===== src/hdl/npte_mod.sv =====
// ----------------------------------------------------------------------------
// npte_mod
// remainder of a 32-bit value by the divisor input, reciprocal multiply over one
// shared 32x32 multiplier
// ----------------------------------------------------------------------------
module npte_mod #(
  parameter int unsigned MOD_W = 18
) (
  input  logic             clk_i,
  input  logic             rst_ni,
  input  logic             start_i,
  input  logic [31:0]      dividend_i,
  input  logic [MOD_W-1:0] divisor_i,
  input  logic [31:0]      recip_i,
  output logic             done_o,
  output logic [MOD_W-1:0] rem_o
);

  typedef enum logic [1:0] {
    M_QUOT, M_PROD, M_FIX
  } mstep_e;

  mstep_e           step_q;
  logic             busy_q;
  logic             done_q;
  logic [31:0]      dvd_q;
  logic [31:0]      rec_q;
  logic [31:0]      quot_q;
  logic [31:0]      part_q;
  logic [MOD_W-1:0] div_q;
  logic [MOD_W-1:0] rem_q;
  logic [31:0]      div_w;
  logic [31:0]      op_a;
  logic [31:0]      op_b;
  logic [63:0]      prod;

  assign div_w = {{(32-MOD_W){1'b0}}, div_q};

  // multiplier operand select: estimate quotient, then quotient times divisor
  always_comb begin
    case (step_q)
      M_QUOT: begin
        op_a = dvd_q;
        op_b = rec_q;
      end
      default: begin
        op_a = quot_q;
        op_b = div_w;
      end
    endcase
  end

  assign prod = {32'd0, op_a} * {32'd0, op_b};

  // step sequencer
  always_ff @(posedge clk_i or negedge rst_ni) begin
    if (!rst_ni) begin
      step_q <= M_QUOT;
      busy_q <= 1'b0;
      done_q <= 1'b0;
    end else begin
      done_q <= 1'b0;
      if (start_i) begin
        busy_q <= 1'b1;
        step_q <= M_QUOT;
      end else if (busy_q) begin
        case (step_q)
          M_QUOT: begin
            step_q <= M_PROD;
          end
          M_PROD: begin
            step_q <= M_FIX;
          end
          default: begin
            busy_q <= 1'b0;
            done_q <= 1'b1;
            step_q <= M_QUOT;
          end
        endcase
      end
    end
  end

  // datapath: the estimate is at most one low, so one subtract corrects it
  always_ff @(posedge clk_i) begin
    if (start_i) begin
      dvd_q <= dividend_i;
      div_q <= divisor_i;
      rec_q <= recip_i;
    end else if (busy_q) begin
      case (step_q)
        M_QUOT: quot_q <= prod[63:32];
        M_PROD: part_q <= dvd_q - prod[31:0];
        default: rem_q <= (part_q >= div_w) ? MOD_W'(part_q - div_w) : part_q[MOD_W-1:0];
      endcase
    end
  end

  assign done_o = done_q;
  assign rem_o  = rem_q;

endmodule


===== config.mk =====
export PLATFORM = sky130hd
export DESIGN_NAME = npte_mod
export DESIGN_NICKNAME = d
export VERILOG_FILES = /design/src/hdl/npte_mod.sv
export SDC_FILE = /design/constraint.sdc
export NUM_CORES = 2
export LEC_CHECK = 0
export ABC_CLOCK_PERIOD_IN_PS = 9700
export BUFFER_PORTS_ARGS = -buffer_cell sky130_fd_sc_hd__buf_2
export CORE_UTILIZATION = 52
export DETAILED_ROUTE_END_ITERATION = 10
export PLACE_DENSITY_LB_ADDON = 0.15
export SYNTH_ARGS = -nofsm -noshare
export SYNTH_HDL_FRONTEND = slang
export SYNTH_SLANG_ARGS = --single-unit

===== constraint.sdc =====
create_clock -name clk_i -period 9.7 [get_ports clk_i]
set_clock_uncertainty 0.1 [all_clocks]
set_input_delay 1.455 -clock clk_i [delete_from_list [all_inputs] [get_ports clk_i]]
set_output_delay 1.455 -clock clk_i [all_outputs]
set_load 0.02 [all_outputs]

==> metrics.md <==
| Metric | Value |
|---|---|
| Status | `complete, no violations` |
| Final setup fails | `0` |
| Via-per-instance ratio | `5.70` |
| Largest cells by area after synthesis | `fa_1, edfxtp_1, ha_1` |
| Initial antenna violation count | `7` |
| Fin. max-slew vios | `0` |
| Dominant cell type by area after synthesis | `fa_1` |
| Clock tree from TritonCTS | `built` |
| Worst stage delay on the critical path | `slightly above 0.6 ns` |
| CTS clock-pin slew for the worst setup and hold paths | `~0.080 ns` |
| Crit path required time | `a little under 10 ns` |
| Largest family of logic cells by synthesized area | `adder cells` |
| Total GRT Usage | `between 30% and 40%` |
| Distinct cells, synth | `75` |
| Worst setup SP type | `register` |
| Total gr overflow | `0` |
| R2r setup slk | `between 0.2 and 0.3 ns` |
| Synth top area share | `a little over two fifths` |
| Post-synth EDFFs | `roughly 160` |
| Core Area | `approximately 78000 um2` |
| IO buf count | `103` |
| Remaining antenna violation count | `0` |
| Synth async-reset ratio | `under 10%` |
| Count leader, synth | `inv_1` |
| Slew headroom | `between 20% and 30%` |
| Crit path buf inv count | `10` |
| Mapped Cells | `about 4400` |
| Routed WL | `144 mm` |
| CTS Buf Count | `17` |
| Die span in y | `about 280 um` |
| Simple-Gate Fraction of Synth Area | `roughly 15%` |
| Max H-tree Level | `4` |
| Post-Syn Nets | `roughly 5700` |
| Initial Util | `52.7%` |
| Mapped Area | `just over 40000 um2` |
| DIE AREA | `between 70000 and 80000 um2` |
| Worst setup EP type | `register` |
| Gpl congestion | `~1.1` |
| Syn avg cell area | `around 9.3 um2` |
| Met2 Resource Use GR | `55.1%` |
| Synth Area in Adders | `53.5%` |
| M1 GR Usage | `between 50% and 60%` |
| Pre-Repair DR Iteration Count | `5` |
| CTS root buf | `clkbuf_16` |
| Routed WL per cell | `approximately 26 um` |
| Top cells by count, synth | `inv_1, fa_1, nand2_1` |
| First-pass GRT wire length | `between 200 and 250 mm` |
| CTS Sinks | `approximately 170` |
| Fraction of synthesized area in multiplexers | `1.47%` |
| Hold Fails Final Rpt | `0` |
| Antenna Cells | `0` |
| Final nets | `just under 6000` |
| Min cycle time layout | `about 9.4 ns` |
| Routed vias | `31800` |
| Clock tree buffer depth | `2` |
| Met3 usage | `between 10% and 20%` |
| Layout overhead on the synthesized area | `8.28%` |
| Placed wire-length estimate | `~120 mm` |
| Critical path's slowest cell | `fa_1` |
| IO Pins | `between 100 and 150` |
| Largest net degree at the start of global routing | `52` |
| Die X | `283 um` |
| Compound-cell area share of the yosys netlist | `~5.6%` |
| R2R depth | `32` |
| Hold depth | `1` |
| Part of the cycle the worst path needs | `between 90% and 100%` |
| Number of global-route vias before repair | `32700` |
| Crit Path Class | `reg2reg` |
| Core Rows | `102` |
| # hold bufs at CTS | `0` |
| Max Cap Violations | `0` |
| CP Depth | `32` |
| Post-synthesis sequential area ratio | `between 10% and 20%` |
| DRT iter0 DRCs | `roughly 3100` |
| Final core utilization | `a little under three fifths` |
| Worst Hold Class | `reg2reg` |
| #FFs+latches synth | `between 150 and 200` |
| Layout cells sized above 1 | `8.97%` |
| Top cell by count, worst path | `fa_1` |
| Grt peak-use layer | `met2` |
| Worst Tran Pin Value | `between 1 and 1.5 ns` |
| Clk_lat worst skew | `roughly 0.54 ns` |
| Worst Path Max Fanout | `between 40 and 50` |
| Post-synth top flop | `edfxtp_1` |
| Arrival time worst endpoint | `9.62 ns` |
| Yosys warning count | `0` |
| Xor and xnor area share after synthesis | `under 10%` |
| Fmax | `roughly 110 MHz` |
| Critical path's top delay family | `adder cells` |
| Drt drc | `0` |
[layout by cell type, fill, tap and decap left out, types with 8 or more instances in the layout]
cell type / netlist / final
clkbuf_16: 0 / 17
and2_1: 32 / 30
nand2b_1: 15 / 15
o21ai_1: 8 / 16
nand2_1: 771 / 770
ha_1: 312 / 312
xor2_1: 34 / 34
buf_4: 1 / 200
or2_2: 9 / 8
nor3_1: 24 / 24
mux2i_1: 40 / 35
buf_2: 0 / 102
a21oi_1: 117 / 117
buf_12: 0 / 9
o21bai_1: 14 / 14
and3_1: 151 / 151
mux2_2: 18 / 18
o21a_1: 9 / 9
a21o_1: 45 / 45
xnor2_1: 69 / 69
o21ai_0: 68 / 56
edfxtp_1: 164 / 164
nand4_1: 19 / 19
nor2b_1: 14 / 14
nand3_1: 26 / 26
nor2_1: 308 / 307
fa_1: 898 / 898
o211ai_1: 8 / 8
inv_1: 917 / 917
[metrics by stage]
step / worst slack, ns / area, um2 / instances / hold slack (ns) / TNS (ns)
3_5_place_dp: 0.0868 / 43600 / 5542 / 0.492 / 0
5_1_grt: -0.00916 / 44300 / 5579 / 0.538 / -0.00916
4_1_cts: 0.0494 / 44200 / 5574 / 0.508 / 0
6_report: 0.252 / 44300 / 5579 / 0.493 / 0
2_1_floorplan: 0.454 / 40900 / 4402 / 0.457 / 0
3_3_place_gp: 0.134 / 43600 / 5542 / 0.485 / 0
[final timing paths]
kind	start	end
max	step_q[0]	quot_q[28]
min reg2reg	part_q[3]	rem_o[3]
max in group asynchronous	rst_ni	done_o
min in group asynchronous	rst_ni	busy_q
min	part_q[3]	rem_o[3]
max reg2reg	step_q[0]	quot_q[28]
[cells by family after synthesis]
family	count (synthesis)
buffers and inverters	1125
multiplexers	58
AND/OR/NAND/NOR	1396
adder cells (fa/ha/maj)	1210
XOR/XNOR	103
flip-flops	168
AO/OA/AOI/OAI	342
[final cells by class]
class	count	area, um2
clock buffer	17	425
fill	7058	33300
clock inverter	15	150
timing repair buffer	313	2210
inverter	917	3440
tap	1040	1300
sequential	168	5020
multi-input combinational	3109	31700
[state kept, by name, indices dropped and copies added, names as in the netlist]
register  cells
done_o        1
busy_q        1
rec_q        32
dvd_q        32
div_q        18
rem_o        18
step_q        2
quot_q       32
part_q       32
[timing repair]
item	CTS	global route
gates resized for setup	0	9
setup buffers	0	5
setup endpoints to repair	0	15
[metal layers]
| metal | wire length, um | part of all wire, % |
|---|---|---|
| met1 | 58300 | 41 |
| met2 | 61300 | 43 |
| met3 | 17600 | 12 |
| met4 | 6280 | 4.4 |
| met5 | 13 | 0.0091 |
Power is left out: the tool's default activity adds up to more than one toggle a clock period on the data nets, which glitch-free logic cannot reach.
