$ cat src/hdl/npte_pkg.sv
// ----------------------------------------------------------------------------
// npte_pkg
// shared types, constants and helpers of the nat port translation engine
// ----------------------------------------------------------------------------
package npte_pkg;

  // default table sizes
  localparam int unsigned SESSION_ENTRIES_DEF = 65536;
  localparam int unsigned SESSION_WAYS_DEF    = 4;
  localparam int unsigned REVERSE_ENTRIES_DEF = 65536;

  // hash multipliers
  localparam logic [31:0] HASH_K1 = 32'h9E3779B1;
  localparam logic [31:0] HASH_K2 = 32'h85EBCA6B;
  localparam logic [31:0] HASH_K3 = 32'h2C1B3C6D;

  // register reset values
  localparam logic [31:0] WAN_ADDR_RST   = 32'd0;
  localparam logic [15:0] FIRST_PORT_RST = 16'd10000;
  localparam logic [15:0] END_PORT_RST   = 16'd60000;

  // translated protocols
  localparam logic [7:0] PROTO_TCP = 8'd6;
  localparam logic [7:0] PROTO_UDP = 8'd17;

  typedef enum logic [1:0] {
    ACT_PASS  = 2'd0,
    ACT_XLATE = 2'd1,
    ACT_DROP  = 2'd2
  } action_e;

  typedef enum logic [1:0] {
    CFG_WAN_ADDR   = 2'd0,
    CFG_FIRST_PORT = 2'd1,
    CFG_END_PORT   = 2'd2
  } cfg_idx_e;

  typedef struct packed {
    logic        valid;
    logic [31:0] src;
    logic [31:0] dst;
    logic [15:0] sport;
    logic [15:0] dport;
    logic [15:0] wan;
    logic [7:0]  proto;
  } sess_entry_t;

  typedef struct packed {
    logic        valid;
    logic [7:0]  proto;
    logic [31:0] addr;
    logic [15:0] port;
  } rev_entry_t;

  // old and new header words for the checksum update
  typedef struct packed {
    logic [15:0] ipc;
    logic [15:0] l4c;
    logic [31:0] sa;
    logic [31:0] nsa;
    logic [31:0] da;
    logic [31:0] nda;
    logic [15:0] sp;
    logic [15:0] nsp;
    logic [15:0] dp;
    logic [15:0] ndp;
  } csum_in_t;

  typedef struct packed {
    logic [15:0] ip;
    logic [15:0] l4;
  } csum_out_t;

  // one end-around carry fold of an 18-bit sum
  function automatic logic [17:0] fold(input logic [17:0] s);
    fold = {2'b00, s[15:0]} + {16'd0, s[17:16]};
  endfunction

endpackage

$ cat src/hdl/npte_hash.sv
// ----------------------------------------------------------------------------
// npte_hash
// five-tuple mixing hash over one shared 32x32 multiplier
// ----------------------------------------------------------------------------
module npte_hash (
  input  logic        clk_i,
  input  logic        rst_ni,
  input  logic        start_i,
  input  logic [31:0] sa_i,
  input  logic [31:0] da_i,
  input  logic [15:0] sp_i,
  input  logic [15:0] dp_i,
  input  logic [7:0]  pr_i,
  output logic        done_o,
  output logic [31:0] hash_o
);

  typedef enum logic [2:0] {
    H_M1, H_M2, H_MIX, H_M3, H_FIN
  } hstep_e;

  hstep_e      step_q;
  logic        busy_q;
  logic        done_q;
  logic [31:0] p_q;
  logic [31:0] x_q;
  logic [31:0] op_a;
  logic [31:0] op_b;
  logic [31:0] prod;
  logic [31:0] mix;
  logic [31:0] mix_sh;

  // multiplier operand select
  always_comb begin
    case (step_q)
      H_M1: begin
        op_a = sa_i;
        op_b = npte_pkg::HASH_K1;
      end
      H_M2: begin
        op_a = {sp_i, dp_i};
        op_b = npte_pkg::HASH_K2;
      end
      default: begin
        op_a = x_q;
        op_b = npte_pkg::HASH_K3;
      end
    endcase
  end

  assign prod   = op_a * op_b;
  assign mix    = x_q ^ p_q ^ {24'd0, pr_i};
  assign mix_sh = mix ^ (mix >> 15);

  // step sequencer
  always_ff @(posedge clk_i or negedge rst_ni) begin
    if (!rst_ni) begin
      step_q <= H_M1;
      busy_q <= 1'b0;
      done_q <= 1'b0;
    end else begin
      done_q <= 1'b0;
      if (start_i) begin
        busy_q <= 1'b1;
        step_q <= H_M1;
      end else if (busy_q) begin
        case (step_q)
          H_M1: begin
            step_q <= H_M2;
          end
          H_M2: begin
            step_q <= H_MIX;
          end
          H_MIX: begin
            step_q <= H_M3;
          end
          H_M3: begin
            step_q <= H_FIN;
          end
          default: begin
            busy_q <= 1'b0;
            done_q <= 1'b1;
            step_q <= H_M1;
          end
        endcase
      end
    end
  end

  // datapath registers
  always_ff @(posedge clk_i) begin
    if (busy_q) begin
      case (step_q)
        H_M1: p_q <= prod;
        H_M2: begin
          x_q <= p_q ^ da_i;
          p_q <= prod;
        end
        H_MIX: x_q <= mix_sh;
        H_M3:  p_q <= prod;
        default: x_q <= p_q ^ (p_q >> 12);
      endcase
    end
  end

  assign done_o = done_q;
  assign hash_o = x_q;

endmodule

$ cat config.mk
export PLATFORM = sky130hd
export DESIGN_NAME = npte_hash
export DESIGN_NICKNAME = d
export VERILOG_FILES = /design/src/hdl/npte_pkg.sv /design/src/hdl/npte_hash.sv
export SDC_FILE = /design/constraint.sdc
export NUM_CORES = 1
export LEC_CHECK = 0
export CAP_MARGIN = 20
export CORE_UTILIZATION = 32
export CTS_CLUSTER_DIAMETER = 30
export DETAILED_ROUTE_END_ITERATION = 10
export DONT_BUFFER_PORTS = 1
export GPL_TIMING_DRIVEN = 0
export PLACE_DENSITY = 0.51
export SKIP_LAST_GASP = 1
export SYNTH_ARGS = -nofsm -noshare
export SYNTH_HDL_FRONTEND = slang
export SYNTH_SLANG_ARGS = --single-unit
$ cat constraint.sdc
create_clock -name clk_i -period 19.25 [get_ports clk_i]
set_input_delay 3.85 -clock clk_i [delete_from_list [all_inputs] [get_ports clk_i]]
set_output_delay 3.85 -clock clk_i [all_outputs]
set_load 0.05 [all_outputs]
==> results_dict.tcl, run 1 <==
set metrics [dict create \
    pin_count 140 \
    place.gp.congestion 0.974 \
    rsz0062_at_grt "false" \
    post_cts_resized 0 \
    fillers 5791 \
    antenna_cells 0 \
    ys_warn_count 0 \
    postRouteAntennaNets 0 \
    grt_max_degree 30 \
    hp-start "busy_q" \
    yosysSeqAreaShare_pct 11.3 \
    grt_pass1_vias 13934 \
    numCtsBuffers 9 \
    synth_seq_cells 69 \
    mostFrequentLayoutCells "inv_1, fa_1, ha_1" \
    stdcell_count 2577 \
    clk_path_buf_depth 2 \
    cts_hold_buf 0 \
    dr.first_iter.drc_count 1016 \
    synthFlopType "edfxtp_1" \
    yosys-top-cells-area "fa_1, edfxtp_1, inv_1, ha_1, xnor2_1" \
    via_count 13054 \
    rows 86 \
    arrival_ns 11.96 \
    die_w_um 240 \
    finalWirelength_um 69300 \
    synthesis.nets 2446 \
    antenna_found_initial 0 \
    netlist_area_um2 18200 \
    first_pass_iters 5 \
    r2r-end "p_q[31]" \
    fin_setup_tns_ns 0 \
    slew_violations 0 \
    grt_use_total_pct 24.8 \
    insertion_delay_ns 0.34 \
    path_common_cell "fa_1" \
    status "complete, no violations" \
    wl_per_cell_um 26.9 \
    areaGrowthSynthToFinish_pct 7.12 \
    h-tree-depth 3 \
    dieArea_um2 57800 \
    dp_cells 2561 \
    crit_type "input pin to flop" \
    synth_edf_count 64 \
    synth_cells 1809 \
    fmax_mhz 84.6 \
    critPathMaxStageDelay_ns 0.51 \
    fin_crit_ns 11.82 \
    setup_viol 0 \
    grt_pass1_wl_um 99700 \
    cp.required_ns 19.39 \
    async_flop_share_pct 7.25 \
    r2r_cells 30 \
    final_common_cell "inv_1" \
    io_buffer_count 0 \
    path_max_fanout 10 \
    coreArea_um2 55600 \
    maxCapViolations 0 \
    cp-endpoint "p_q[28]" \
    yosysTopAreaCell "fa_1" \
    root_buffer "clkbuf_16" \
    dpl_cell_area_um2 19200 \
    clock_skew_ns 0.00984 \
    clock-sinks 69 \
    fin_area_um2 19500 \
    slew_headroom_pct 26.9 \
    r2r_start "step_q[2]" \
    grt_overflow 0 \
    avgSynthCellArea_um2 10.0 \
    viasPerCell 5.07 \
    die_h_um 240 \
    synth.distinct_cells 73 \
    clk_pin_slew_ns 0.06 \
    cpMaxStageDelayCell "fa_1" \
    start_util_pct 32.7 \
    final_layout_size_suffix_gt1_share_pct 4.76 \
    whs_path_depth 2 \
    post_cts_buffers 0 \
    critPathLaunch "dp_i[4]" \
    synth_top_area_share_pct 43.1 \
    start_kind "input pin" \
    endpoint_kind "flop" \
    period_share_pct 61.4 \
    hold_path.class "flop to flop" \
    post-route-drc-count 0 \
    max_slew.worst_pin.slew_ns 1.10 \
    hpwl_um 61300 \
    tritoncts "built" \
    pre_cts_ws_ns 7.12 \
    nets 2461 \
    final.setup.worst_slack_ns 7.43 \
    hold_viol_final 0 \
    timing.reg2reg.setup_slack_ns 8.83 \
]
layout make-up:
class	instances	area [µm²]	share of cell area [%]
timing repair buffer	4	78.8	0.405
tap	748	936	4.81
sequential	69	2050	10.5
multi-input combinational	1192	14100	72.2
inverter	503	1890	9.70
clock inverter	5	28.8	0.148
clock buffer	11	233	1.20
buffer	45	203	1.04
worst max-delay path, delay by kind of cell:
kind	cells	cell delay, ns
compound gates	5	1.41
fa+ha+maj	9	3.62
buf+inv	7	1.17
mux	1	0.09
simple gates	7	1.80
cell families (layout without fill, tap and decap cells):
logic type / after synthesis / in the layout / share of synthesized area [%]
AND/OR/NAND/NOR: 262 / 262 / 6.48
multiplexers: 27 / 27 / 1.60
adder cells (fa/ha/maj): 530 / 530 / 52.6
AO/OA/AOI/OAI: 218 / 218 / 8.67
flip-flops: 69 / 69 / 11.3
XOR/XNOR: 155 / 155 / 7.85
buffers and inverters: 548 / 568 / 11.5
state kept, by name, indices dropped and copies added (netlist names):
signal / count
done_o: 1
busy_q: 1
p_q: 32
hash_o: 32
step_q: 3
stage by stage:
| stage | hold slack [ns] | utilization [%] |
|---|---|---|
| floorplan | 0.518 | - |
| global placement | 0.540 | 34.4 |
| detailed placement | 0.606 | 34.5 |
| CTS | 0.617 | 35.0 |
| global route | 0.635 | 35.0 |
| finish | 0.621 | 35.0 |
routing by layer:
metal  GRT usage (%)  part of all wire [%]  routed length (µm)
met3            4.90                   8.1                5620
met2            41.1                    48               33100
met4            6.79                   2.8                1920
met1            32.8                    41               28700
met5               0                     0                   0
Yosys cell counts (20+ instances only):
master,number
xor2_1,28
ha_1,139
o21ai_0,25
xnor2_1,121
a221oi_1,21
clkbuf_1,34
and3_1,20
a21oi_1,53
o221a_2,20
edfxtp_1,64
fa_1,391
nand2_1,125
o22ai_1,24
nor2_1,59
inv_1,501
worst min-delay path by stage:
stage	to	slack (ns)
finish	busy_q	0.62
global route	busy_q	0.64
CTS	busy_q	0.62
detailed placement	busy_q	0.61
global placement	busy_q	0.54
floorplan	busy_q	0.52
Power of run 1 is left out: the tool's default activity adds up to more than one toggle a clock period on the data nets, which glitch-free logic cannot reach.
==> run 2: changes to the inputs <==
--- a/config.mk
+++ b/config.mk
@@ -5,13 +5,14 @@
 export SDC_FILE = /design/constraint.sdc
 export NUM_CORES = 1
 export LEC_CHECK = 0
+export ABC_AREA = 1
 export CAP_MARGIN = 20
 export CORE_UTILIZATION = 32
 export CTS_CLUSTER_DIAMETER = 30
 export DETAILED_ROUTE_END_ITERATION = 10
 export DONT_BUFFER_PORTS = 1
 export GPL_TIMING_DRIVEN = 0
-export PLACE_DENSITY = 0.51
+export PLACE_DENSITY = 0.52
 export SKIP_LAST_GASP = 1
 export SYNTH_ARGS = -nofsm -noshare
 export SYNTH_HDL_FRONTEND = slang
==> constraint.sdc (replaced) <==
create_clock -name clk_i -period 9.5 [get_ports clk_i]
set_input_delay 1.9 -clock clk_i [delete_from_list [all_inputs] [get_ports clk_i]]
set_output_delay 1.9 -clock clk_i [all_outputs]
set_load 0.05 [all_outputs]
==> results_dict.tcl, run 2 <==
set metrics [dict create \
    yosysTopAreaCell "fa_1" \
    synth_cells 2110 \
    max_slew.worst_pin.slew_ns 1.08 \
    grt_use_total_pct 24.3 \
    synthesis.nets 2747 \
    root_buffer "clkbuf_16" \
    fin_crit_ns 9.05 \
    grt_pass1_wl_um 104000 \
    dp_cells 2883 \
    grt_overflow 0 \
    dr.first_iter.drc_count 905 \
    first_pass_iters 5 \
    ys_warn_count 0 \
    endpoint_kind "flop" \
    cpMaxStageDelayCell "nor2_1" \
    start_util_pct 32.5 \
    whs_path_depth 2 \
    avgSynthCellArea_um2 8.95 \
    yosys-top-cells-area "fa_1, inv_1, edfxtp_1, ha_1, nand2_1" \
    antenna_found_initial 5 \
    fmax_mhz 111 \
    insertion_delay_ns 0.34 \
    die_h_um 245 \
    rsz0062_at_grt "false" \
    final_util_pct 34.9 \
    final_common_cell "inv_1" \
    r2r-end "p_q[31]" \
    viasPerCell 4.76 \
    grt_pass1_vias 15263 \
    crit_type "flop to flop" \
    pin_count 140 \
    die_w_um 245 \
    synth.distinct_cells 49 \
    postRouteAntennaNets 0 \
    grt_max_degree 28 \
    tritoncts "built" \
    timing.reg2reg.setup_slack_ns 0.45 \
    cp.required_ns 9.59 \
    synth_edf_count 64 \
    slew_headroom_pct 27.7 \
    io_buffer_count 0 \
    setup_viol 0 \
    maxCapViolations 0 \
    h-tree-depth 3 \
    synthFlopType "edfxtp_1" \
    synth_top_family_by_area "adder cells" \
    synthSimpleGateAreaFrac_pct 11.6 \
    numCtsBuffers 9 \
    synth_seq_cells 69 \
    clk_pin_slew_ns 0.06 \
    clock-sinks 69 \
    coreArea_um2 58000 \
    wl_per_cell_um 24.3 \
    worstHoldEndpoint "step_q[2]" \
    yosysMostFrequentCell "inv_1" \
    status "complete, no violations" \
    slew_violations 0 \
    arrival_ns 9.14 \
    hpwl_um 63900 \
    finalWirelength_um 70400 \
    r2r_start "step_q[2]" \
    critPathMaxStageDelay_ns 0.71 \
    synth_top_area_share_pct 41.5 \
    place.gp.congestion 0.945 \
    hold_path.class "flop to flop" \
    mostFrequentLayoutCells "inv_1, fa_1, nand2_1" \
    final_layout_size_suffix_gt1_share_pct 5.20 \
    start_kind "flop" \
    netlist_area_um2 18900 \
    nets 2768 \
    synth.area.mux_share_pct 0 \
    synth_compound_area_share_pct 5.76 \
    yosysSeqAreaShare_pct 10.8 \
    async_flop_share_pct 7.25 \
    path_max_fanout 10 \
    post_cts_buffers 0 \
    hold_viol_final 0 \
    clock_skew_ns 0.0109 \
    post-route-drc-count 0 \
    via_count 13822 \
    clk_path_buf_depth 2 \
    synth_fa_ha_area_share_pct 50.7 \
    hp-start "busy_q" \
    synth_xor_area_share_pct 7.00 \
    stdcell_count 2904 \
    areaGrowthSynthToFinish_pct 7.31 \
    rows 88 \
    dieArea_um2 60000 \
    r2r_cells 34 \
    synth_common_cells "inv_1, fa_1, nand2_1" \
    period_share_pct 95.2 \
]
## run 2: cell families (layout without fill, tap and decap cells)
group,after synthesis,after routing
adders and majority gates,530,530
and+or+nand+nor,497,497
buffers and inverters,692,718
DFF,69,69
xor gates and xnor gates,150,150
other,0,3
AOI/OAI and AO/OA,172,172
## run 2: layer usage
metal / vias up / routed length [µm] / GRT usage, %
met1: 6926 / 29700 / 31.5
met4: 4 / 2130 / 6.80
met3: 104 / 6300 / 7.71
met2: 516 / 32200 / 38.9
li1: 6272 / - / -
met5: - / 23 / 0
## run 2: cell type report
type                    instances  area [µm²]
flip-flops and latches         69        2050
clock buffers                  12         246
well taps                     765         957
inverters                     656        2470
diodes                          3        7.51
plain buffers                  36         206
clock inverters                 4        26.3
fillers                      6068       37800
multi-input cells            1349       14200
repair buffers                 10         101
## run 2: what timing repair did
action,in CTS,in global routing
gates resized for setup,1,9
pin swaps,0,0
hold endpoints to repair,0,0
hold buffers,0,0
setup endpoints to repair,2,4
## run 2: critical path, delay by kind of cell (launching register included)
family / cells / cell delay (ns)
compound gates: 2 / 0.36
xor+xnor: 1 / 0.25
fa+ha+maj: 8 / 3.77
buf+inv: 9 / 1.35
flops: 1 / 0.47
simple gates: 14 / 2.54
## run 2: stage by stage
stage	area, µm²	TNS (ns)	hold slack, ns	setup slack [ns]
2_1_floorplan	18900	0	0.501	1.15
3_3_place_gp	19800	-2.64	0.510	-0.596
3_5_place_dp	19900	-2.13	0.545	-0.501
4_1_cts	20200	0	0.559	0.0811
5_1_grt	20200	0	0.604	0.00342
6_report	20300	0	0.564	0.454
## run 2: worst max-delay path by stage
stage	from	end	slack (ns)	cells past startpoint
2_1_floorplan	sa_i[19]	p_q[28]	1.15	26
3_3_place_gp	sa_i[2]	p_q[31]	-0.60	36
3_5_place_dp	sa_i[2]	p_q[31]	-0.50	34
4_1_cts	dp_i[2]	p_q[31]	0.08	34
5_1_grt	step_q[2]	p_q[31]	0.003	38
6_report	step_q[2]	p_q[31]	0.45	34
Power of run 2 is left out for the same reason.
