[src/hdl/npte_pkg.sv]
// ----------------------------------------------------------------------------
// npte_pkg
// shared types, constants and helpers of the nat port translation engine
// ----------------------------------------------------------------------------
package npte_pkg;

  // default table sizes
  localparam int unsigned SESSION_ENTRIES_DEF = 65536;
  localparam int unsigned SESSION_WAYS_DEF    = 4;
  localparam int unsigned REVERSE_ENTRIES_DEF = 65536;

  // hash multipliers
  localparam logic [31:0] HASH_K1 = 32'h9E3779B1;
  localparam logic [31:0] HASH_K2 = 32'h85EBCA6B;
  localparam logic [31:0] HASH_K3 = 32'h2C1B3C6D;

  // register reset values
  localparam logic [31:0] WAN_ADDR_RST   = 32'd0;
  localparam logic [15:0] FIRST_PORT_RST = 16'd10000;
  localparam logic [15:0] END_PORT_RST   = 16'd60000;

  // translated protocols
  localparam logic [7:0] PROTO_TCP = 8'd6;
  localparam logic [7:0] PROTO_UDP = 8'd17;

  typedef enum logic [1:0] {
    ACT_PASS  = 2'd0,
    ACT_XLATE = 2'd1,
    ACT_DROP  = 2'd2
  } action_e;

  typedef enum logic [1:0] {
    CFG_WAN_ADDR   = 2'd0,
    CFG_FIRST_PORT = 2'd1,
    CFG_END_PORT   = 2'd2
  } cfg_idx_e;

  typedef struct packed {
    logic        valid;
    logic [31:0] src;
    logic [31:0] dst;
    logic [15:0] sport;
    logic [15:0] dport;
    logic [15:0] wan;
    logic [7:0]  proto;
  } sess_entry_t;

  typedef struct packed {
    logic        valid;
    logic [7:0]  proto;
    logic [31:0] addr;
    logic [15:0] port;
  } rev_entry_t;

  // old and new header words for the checksum update
  typedef struct packed {
    logic [15:0] ipc;
    logic [15:0] l4c;
    logic [31:0] sa;
    logic [31:0] nsa;
    logic [31:0] da;
    logic [31:0] nda;
    logic [15:0] sp;
    logic [15:0] nsp;
    logic [15:0] dp;
    logic [15:0] ndp;
  } csum_in_t;

  typedef struct packed {
    logic [15:0] ip;
    logic [15:0] l4;
  } csum_out_t;

  // one end-around carry fold of an 18-bit sum
  function automatic logic [17:0] fold(input logic [17:0] s);
    fold = {2'b00, s[15:0]} + {16'd0, s[17:16]};
  endfunction

endpackage

[src/hdl/npte_csum.sv]
// ----------------------------------------------------------------------------
// npte_csum
// incremental one's-complement checksum update, one word pair per cycle
// ----------------------------------------------------------------------------
module npte_csum (
  input  logic                clk_i,
  input  logic                rst_ni,
  input  logic                start_i,
  input  npte_pkg::csum_in_t  csum_i,
  output logic                done_o,
  output npte_pkg::csum_out_t csum_o
);

  logic                busy_q;
  logic                done_q;
  logic [3:0]          step_q;
  logic [15:0]         acc_q;
  npte_pkg::csum_out_t res_q;
  logic [15:0]         old_w;
  logic [15:0]         new_w;
  logic [17:0]         sum;
  logic [17:0]         sum_f;

  // word pair for this step: ip header first, then the l4 pseudo header and ports
  always_comb begin
    case (step_q)
      4'd0, 4'd4: begin
        old_w = csum_i.sa[31:16];
        new_w = csum_i.nsa[31:16];
      end
      4'd1, 4'd5: begin
        old_w = csum_i.sa[15:0];
        new_w = csum_i.nsa[15:0];
      end
      4'd2, 4'd6: begin
        old_w = csum_i.da[31:16];
        new_w = csum_i.nda[31:16];
      end
      4'd3, 4'd7: begin
        old_w = csum_i.da[15:0];
        new_w = csum_i.nda[15:0];
      end
      4'd8: begin
        old_w = csum_i.sp;
        new_w = csum_i.nsp;
      end
      default: begin
        old_w = csum_i.dp;
        new_w = csum_i.ndp;
      end
    endcase
  end

  assign sum   = {2'b00, acc_q} + {2'b00, ~old_w} + {2'b00, new_w};
  assign sum_f = npte_pkg::fold(npte_pkg::fold(sum));

  always_ff @(posedge clk_i or negedge rst_ni) begin
    if (!rst_ni) begin
      busy_q <= 1'b0;
      done_q <= 1'b0;
      step_q <= '0;
    end else begin
      done_q <= 1'b0;
      if (start_i) begin
        busy_q <= 1'b1;
        step_q <= '0;
      end else if (busy_q) begin
        step_q <= step_q + 4'd1;
        if (step_q == 4'd9) begin
          busy_q <= 1'b0;
          done_q <= 1'b1;
        end
      end
    end
  end

  // accumulator, switches to the l4 checksum after the ip words
  always_ff @(posedge clk_i) begin
    if (start_i) begin
      acc_q <= ~csum_i.ipc;
    end else if (busy_q) begin
      if (step_q == 4'd3) begin
        res_q.ip <= ~sum_f[15:0];
        acc_q    <= ~csum_i.l4c;
      end else if (step_q == 4'd9) begin
        res_q.l4 <= ~sum_f[15:0];
      end else begin
        acc_q <= sum_f[15:0];
      end
    end
  end

  assign done_o = done_q;
  assign csum_o = res_q;

endmodule

[config.mk]
export PLATFORM = sky130hd
export DESIGN_NAME = npte_csum
export DESIGN_NICKNAME = d
export VERILOG_FILES = /design/src/hdl/npte_pkg.sv /design/src/hdl/npte_csum.sv
export SDC_FILE = /design/constraint.sdc
export NUM_CORES = 1
export LEC_CHECK = 0
export BUFFER_PORTS_ARGS = -buffer_cell sky130_fd_sc_hd__clkbuf_2
export CORE_UTILIZATION = 40
export CTS_CLUSTER_DIAMETER = 80
export CTS_CLUSTER_SIZE = 24
export DETAILED_ROUTE_END_ITERATION = 8
export GPL_TIMING_DRIVEN = 0
export PLACE_DENSITY = 0.84
export REMOVE_ABC_BUFFERS = 1
export SLEW_MARGIN = 20
export SYNTH_ARGS = -nofsm -noshare
export SYNTH_HDL_FRONTEND = slang
export SYNTH_SLANG_ARGS = --single-unit
[constraint.sdc]
create_clock -name clk_i -period 7.6 [get_ports clk_i]
set_input_delay 0.38 -clock clk_i [delete_from_list [all_inputs] [get_ports clk_i]]
set_output_delay 0.38 -clock clk_i [all_outputs]
set_load 0.01 [all_outputs]
==> results of run 1 <==
what timing repair did:
action,in CTS,in global routing
pin swaps,28,28
buffers inserted,45,20
setup endpoints to repair,46,25
hold buffers,1,0
resized for setup,67,26
gates cloned,8,0
hold endpoints to repair,6,0
kinds of logic (layout without fill, tap and decap cells):
| logic type | count (synthesis) | in the layout |
|---|---|---|
| flops | 54 | 54 |
| fa+ha+maj | 41 | 41 |
| mux | 3 | 3 |
| simple gates | 180 | 184 |
| buf+inv | 91 | 398 |
| compound gates | 169 | 169 |
| xor+xnor | 38 | 38 |
final timing paths:
path	startpoint	endpoint	slack [ns]	cells after the start
max	step_q[1]	acc_q[11]	-0.37	39
min	csum_i[216]	acc_q[8]	0.38	2
max reg2reg	step_q[1]	acc_q[11]	-0.37	39
min reg2reg	busy_q	busy_q	0.67	1
min in group asynchronous	rst_ni	step_q[2]	0.46	2
max in group asynchronous	rst_ni	step_q[3]	6.95	2
metrics by stage:
step                      cells  instance area (um2)  total power [uW]
after floorplan             541                 4950              2880
after CTS                  1035                 7610              4350
after global routing       1055                 7870              5280
final                      1055                 7870              4960
after detailed placement    973                 6620              3600
after global placement      968                 6460              3510
cells in the final DEF, fill, tap and decap left out, types with 5 or more instances in the layout:
cell       netlist  final
a21o_1           7      7
a21oi_1         23     19
a22oi_1         64     64
a41oi_1         16     13
buf_4            1     58
buf_6            0      5
clkbuf_16        0      6
clkbuf_2         1    259
dfrtp_1          6      5
edfxtp_1        48     48
fa_1            18     17
ha_1            23     12
ha_2             0      7
inv_1           56     53
nand2_1         52     51
nand2b_1         7      7
nand4_1         19     19
nor2_1          49     42
nor2_2           0      5
nor3_1          14     10
o21ai_0         23     15
o21ai_1          1      6
o21ai_2          2      5
o31a_1           5      5
xnor2_1         21     16
xor2_1          16     14
worst max-delay path, delay by kind of cell, from the launching register on:
| family | cells | cell delay (ns) |
|---|---|---|
| and+or+nand+nor | 16 | 2.69 |
| AOI/OAI and AO/OA | 9 | 1.74 |
| adders and majority gates | 6 | 1.66 |
| buffers and inverters | 6 | 0.75 |
| xor gates and xnor gates | 2 | 0.53 |
| DFF | 1 | 0.41 |
flip-flops by register name, summed over array words and instances, names as in the netlist:
| signal | count |
|---|---|
| acc_q | 16 |
| busy_q | 1 |
| csum_o | 32 |
| done_o | 1 |
| step_q | 4 |
metal layers:
metal / part of all wire, % / track usage, % / up-vias
li1: - / - / 2734
met1: 39 / 34.3 / 2815
met2: 48 / 48.4 / 363
met3: 8.8 / 4.43 / 63
met4: 4.7 / 15.0 / 0
met5: 0 / 0 / -
report_power, final:
part	switching (uW)	leakage, uW	total [uW]	internal [uW]
clock network	106	0.0000631	228	122
registers	25.0	0.000529	640	615
logic	2390	0.00305	4090	1700
total	2520	0.00365	4960	2430
synth_stat cells, types with 3 or more instances:
cell type,n,area [um2]
inv_1,56,210
nand4_1,19,119
clkbuf_1,31,116
nor3b_1,5,37.5
mux2i_1,3,30.0
dfrtp_1,6,150
a22oi_1,64,480
nand2b_1,7,43.8
and2_1,4,25.0
nand2_1,52,195
xor2_1,16,140
a21o_1,7,52.6
a211oi_1,3,22.5
nor2_1,49,184
ha_1,23,288
edfxtp_1,48,1440
o21ai_0,23,115
a41oi_1,16,140
fa_1,18,360
nor2b_1,6,37.5
o31a_1,5,43.8
xnor2_1,21,184
nor3_1,14,70.1
nand3_1,5,25.0
o211ai_1,3,22.5
a21oi_1,23,115
final cells by class:
cell class | instances | share of cell area [%]
clock buffer | 6 | 1.64
clock inverter | 2 | 0.191
inverter | 56 | 2.67
multi-input combinational | 435 | 46.0
sequential | 54 | 20.2
tap | 168 | 2.67
timing repair buffer | 334 | 26.5
==> impl_metrics.py, run 1 <==
metrics = {
    "clock_network": {
        "cts.sinks": 54,
        "ctsRootBufferMaster": "clkbuf_16",
        "htree_levels": 2,
        "max-clock-path-buffers": 2,
        "numCtsBuffers": 5,
        "path_clk_slew_ns": 0.08,
        "clk_latency_ns": 0.30,
        "cts_tree": "yes",
    },
    "timing": {
        "whs_ns": 0.376,
        "finalClockSkew_ns": 0.0114,
        "slew_headroom_pct": 40.7,
        "setup_ws_ns": -0.374,
        "rsz0062_at_grt": "true",
        "setup_viol": 18,
        "min_period_ns": 7.97,
        "setup-tns-final_ns": -4.40,
        "worst_pin_slew_ns": 0.883,
        "slew_violations": 0,
        "max_freq_mhz": 125,
        "hold_viol": 0,
        "fin_crit_sh_pct": 105,
    },
    "critical_path": {
        "path_class": "flip-flop to flip-flop",
        "crit_path_end_kind": "flip-flop",
        "crit_slowest_cell": "fa_1",
        "crit_top_cell": "nor3_4",
        "start_kind": "flip-flop",
        "critical-path-max-stage-delay_ns": 0.52,
        "arrival_ns": 8.08,
        "path_max_fanout": 6,
        "required_ns": 7.71,
    },
    "placed_design": {
        "place_congestion": 0.839,
        "dp_slack_ns": -1.62,
        "dp_hpwl_mm": 12.4,
        "port_buffers": 259,
    },
    "layout": {
        "final_core_utilization_pct": 64.4,
        "layout-drive-gt1-share_pct": 47.9,
        "register_area_um2": 1590,
        "finalNetCount": 1154,
        "fillCellCount": 955,
        "num_antenna_cells": 0,
        "multi_input_area_um2": 3620,
        "syn_to_final_growth_pct": 53.9,
    },
    "floorplan": {
        "rows": 40,
        "initial_core_util_pct": 41.9,
        "die_h_um": 115,
        "die-area_um2": 13200,
        "die_w_um": 115,
        "ios": 260,
        "coreArea_um2": 12200,
    },
    "synthesis": {
        "syn_area_per_cell_um2": 8.87,
        "yosysSeqAreaShare_pct": 31.1,
        "synthSimpleGateAreaFrac_pct": 17.6,
        "synth_cells": 576,
        "synth_top_family_by_area": "compound AO/OA/AOI/OAI gates",
        "synth_edf_count": 48,
        "yosysUniqueCellTypes": 66,
        "async_flop_share_pct": 11.1,
        "synthAdderAreaFrac_pct": 12.7,
        "synth_top_flop_cell": "edfxtp_1",
        "synthesis.area_um2": 5110,
        "synth_compound_gate_area_share_pct": 24.0,
        "muxShareOfSynthArea_pct": 0.588,
        "synthXorXnorAreaFrac_pct": 6.85,
        "synth_seq_cells": 54,
        "ys.warnings.count": 0,
    },
    "routing": {
        "drtPass1Iterations": 6,
        "via_per_inst": 5.66,
        "dr.first_iter.drc_count": 520,
        "dr_total_vias": 5975,
        "routedWlPerCell_um": 19.4,
        "final_antenna_net_count": 0,
        "remaining_drc_errors": 0,
        "wirelength_mm": 20.5,
    },
    "power_and_ir_drop": {
        "irDropWorstVdd_mv": 0.409,
        "p_leak_uw": 0.00365,
        "powerDensity_nw_per_um2": 630,
    },
    "grt": {
        "antenna_found_initial": 0,
        "grt_first_pass_wirelength_mm": 28.3,
        "grt_max_degree": 42,
        "grt_remaining_overflow": 0,
        "grtUsageTotal_pct": 28.2,
        "first_global_vias": 5697,
    },
    "flow_run": {
        "drv_cap": 0,
    },
    "status": {
        "status": "finished, violations left",
        "violations": "setup timing",
    },
    "hold_path": {
        "hold_path.class": "primary input to flip-flop",
    },
}
(Power assumes the default switching activity.)
==> run 2: changes to the inputs <==
--- a/config.mk
+++ b/config.mk
@@ -11,8 +11,9 @@
 export CTS_CLUSTER_SIZE = 24
 export DETAILED_ROUTE_END_ITERATION = 8
 export GPL_TIMING_DRIVEN = 0
-export PLACE_DENSITY = 0.84
+export PLACE_DENSITY = 0.72
 export REMOVE_ABC_BUFFERS = 1
+export SKIP_CTS_REPAIR_TIMING = 1
 export SLEW_MARGIN = 20
 export SYNTH_ARGS = -nofsm -noshare
 export SYNTH_HDL_FRONTEND = slang
==> constraint.sdc (replaced) <==
create_clock -name clk_i -period 7.4 [get_ports clk_i]
set_input_delay 0.37 -clock clk_i [delete_from_list [all_inputs] [get_ports clk_i]]
set_output_delay 0.37 -clock clk_i [all_outputs]
set_load 0.01 [all_outputs]
==> impl_metrics.py, run 2 (same netlist as run 1, synthesis figures left out) <==
metrics = {
    "status": {
        "status": "finished, violations left",
        "violations": "setup timing",
    },
    "critical_path": {
        "critical-path-max-stage-delay_ns": 0.58,
        "rr_worst_depth": 37,
        "reg2reg_to": "csum_o[30]",
        "path_class": "flip-flop to flip-flop",
        "r2r_slack_ns": -0.32,
        "required_ns": 7.45,
        "arrival_ns": 7.77,
        "crit_slowest_cell": "fa_1",
        "path_max_fanout": 8,
        "start_kind": "flip-flop",
        "crit_path_end_kind": "flip-flop",
        "r2r-start": "step_q[1]",
    },
    "floorplan": {
        "coreArea_um2": 12200,
        "initial_core_util_pct": 41.9,
        "die-area_um2": 13200,
        "die_h_um": 115,
        "ios": 260,
        "rows": 40,
        "die_w_um": 115,
    },
    "timing": {
        "setup_viol": 17,
        "max_freq_mhz": 129,
        "min_period_ns": 7.72,
        "setup_ws_ns": -0.323,
        "finalClockSkew_ns": 0.0101,
        "fin_crit_sh_pct": 104,
        "slew_headroom_pct": 41.0,
        "slew_violations": 0,
        "rsz0062_at_grt": "true",
        "worst_pin_slew_ns": 0.878,
        "hold_viol": 0,
    },
    "hold_path": {
        "holdPathStages": 2,
        "hold_start": "csum_i[209]",
        "hold_path.class": "primary input to flip-flop",
        "worstHoldEndpoint": "acc_q[1]",
    },
    "placed_design": {
        "port_buffers": 259,
        "place_congestion": 0.833,
        "dp_hpwl_mm": 11.6,
        "dp_slack_ns": -1.72,
        "post-place-cells": 973,
    },
    "layout": {
        "final_common_cell": "clkbuf_2",
        "layout-drive-gt1-share_pct": 46.6,
        "register_area_um2": 1590,
        "largest_reg_flops": 32,
        "mostFrequentLayoutCells": "259 x clkbuf_2, 64 x a22oi_1, 53 x inv_1, 51 x nand2_1, 48 x edfxtp_1",
        "syn_to_final_growth_pct": 49.3,
        "finalNetCount": 1130,
        "layoutNonFillerInstCount": 1031,
        "fillCellCount": 1050,
        "multi_input_area_um2": 3660,
        "num_antenna_cells": 0,
    },
    "clock_network": {
        "cts.sinks": 54,
        "cts_tree": "yes",
        "numCtsBuffers": 5,
        "htree_levels": 2,
        "max-clock-path-buffers": 2,
        "clk_latency_ns": 0.30,
        "ctsRootBufferMaster": "clkbuf_16",
        "path_clk_slew_ns": 0.07,
    },
    "power_and_ir_drop": {
        "swShare_pct": 48.4,
        "internal_power_uw": 2470,
        "irDropWorstVdd_mv": 0.387,
        "powerDensity_nw_per_um2": 627,
        "p_switching_uw": 2320,
        "p_comb_share_pct": 81.4,
        "power_uw": 4790,
        "p_leak_uw": 0.00347,
        "pwr-share-clk_pct": 4.8,
        "p_seq_share_pct": 13.8,
    },
    "routing": {
        "wirelength_mm": 17.4,
        "drtPass1Iterations": 5,
        "final_antenna_net_count": 0,
        "remaining_drc_errors": 0,
        "dr_total_vias": 5517,
        "dr.first_iter.drc_count": 305,
        "routedWlPerCell_um": 16.9,
        "via_per_inst": 5.35,
    },
    "grt": {
        "grt_max_degree": 42,
        "grtUsageTotal_pct": 21.8,
        "first_global_vias": 4761,
        "antenna_found_initial": 0,
        "grt_first_pass_wirelength_mm": 22.5,
        "grt_remaining_overflow": 0,
    },
    "flow_run": {
        "drv_cap": 0,
    },
}
[run 2: changes by cell type in the layout (fill, tap and decap cells not counted), moves of 3 or more]
cell,before,now
buf_6,5,2
buf_4,58,36
buf_12,4,7
bufbuf_16,4,0
[run 2: cell type report]
class | instances | area share, %
Multi-Input combinational cell | 437 | 47.9
Timing Repair Buffer | 308 | 23.8
Clock buffer | 5 | 1.64
Inverter | 56 | 2.76
Clock inverter | 3 | 0.213
Sequential cell | 54 | 20.9
Tap cell | 168 | 2.76
[run 2: worst max-delay path: cells and delay by family, from the launching register on]
kind / cells / cell delay (ns)
AO/OA/AOI/OAI: 10 / 1.80
XOR/XNOR: 2 / 0.36
adder cells (fa/ha/maj): 7 / 1.91
buffers and inverters: 5 / 0.63
flip-flops: 1 / 0.42
AND/OR/NAND/NOR: 13 / 2.32
[run 2: stage by stage]
step           utilization [%]  hold slack, ns  TNS [ns]  area [um2]
3_3_place_gp              52.9           0.209   -160.62        6460
6_report                  62.5           0.359     -3.54        7630
4_1_cts                   55.3          -0.108    -46.29        6750
5_1_grt                   62.5           0.356    -13.14        7630
3_5_place_dp              54.1           0.210    -44.84        6610
2_1_floorplan                -          0.0744    -43.13        4950
[run 2: layer usage]
metal | up-vias | part of all wire (%) | GRT usage, %
met2 | 214 | 48 | 36.8
met5 | - | 0 | 0
li1 | 2683 | - | -
met4 | 0 | 1.8 | 5.37
met3 | 19 | 7.2 | 4.53
met1 | 2601 | 43 | 28.4
[run 2: power by group through the flow]
stage	Clock [uW]	Sequential [uW]	Combinational (uW)
after global placement	0	666	2920
after global routing	244	668	4280
after detailed placement	0	665	2950
final	228	662	3890
after CTS	234	659	2990
after floorplan	0	656	2300
[run 2: worst max path at each step]
stage,cells after the start,from,slack (ns),to
after floorplan,34,step_q[0],-1.63,acc_q[14]
after global placement,33,step_q[0],-4.13,acc_q[14]
after detailed placement,34,step_q[0],-1.72,acc_q[14]
after CTS,34,step_q[0],-1.75,acc_q[14]
after global routing,38,step_q[1],-0.72,csum_o[30]
final,37,step_q[1],-0.32,csum_o[30]
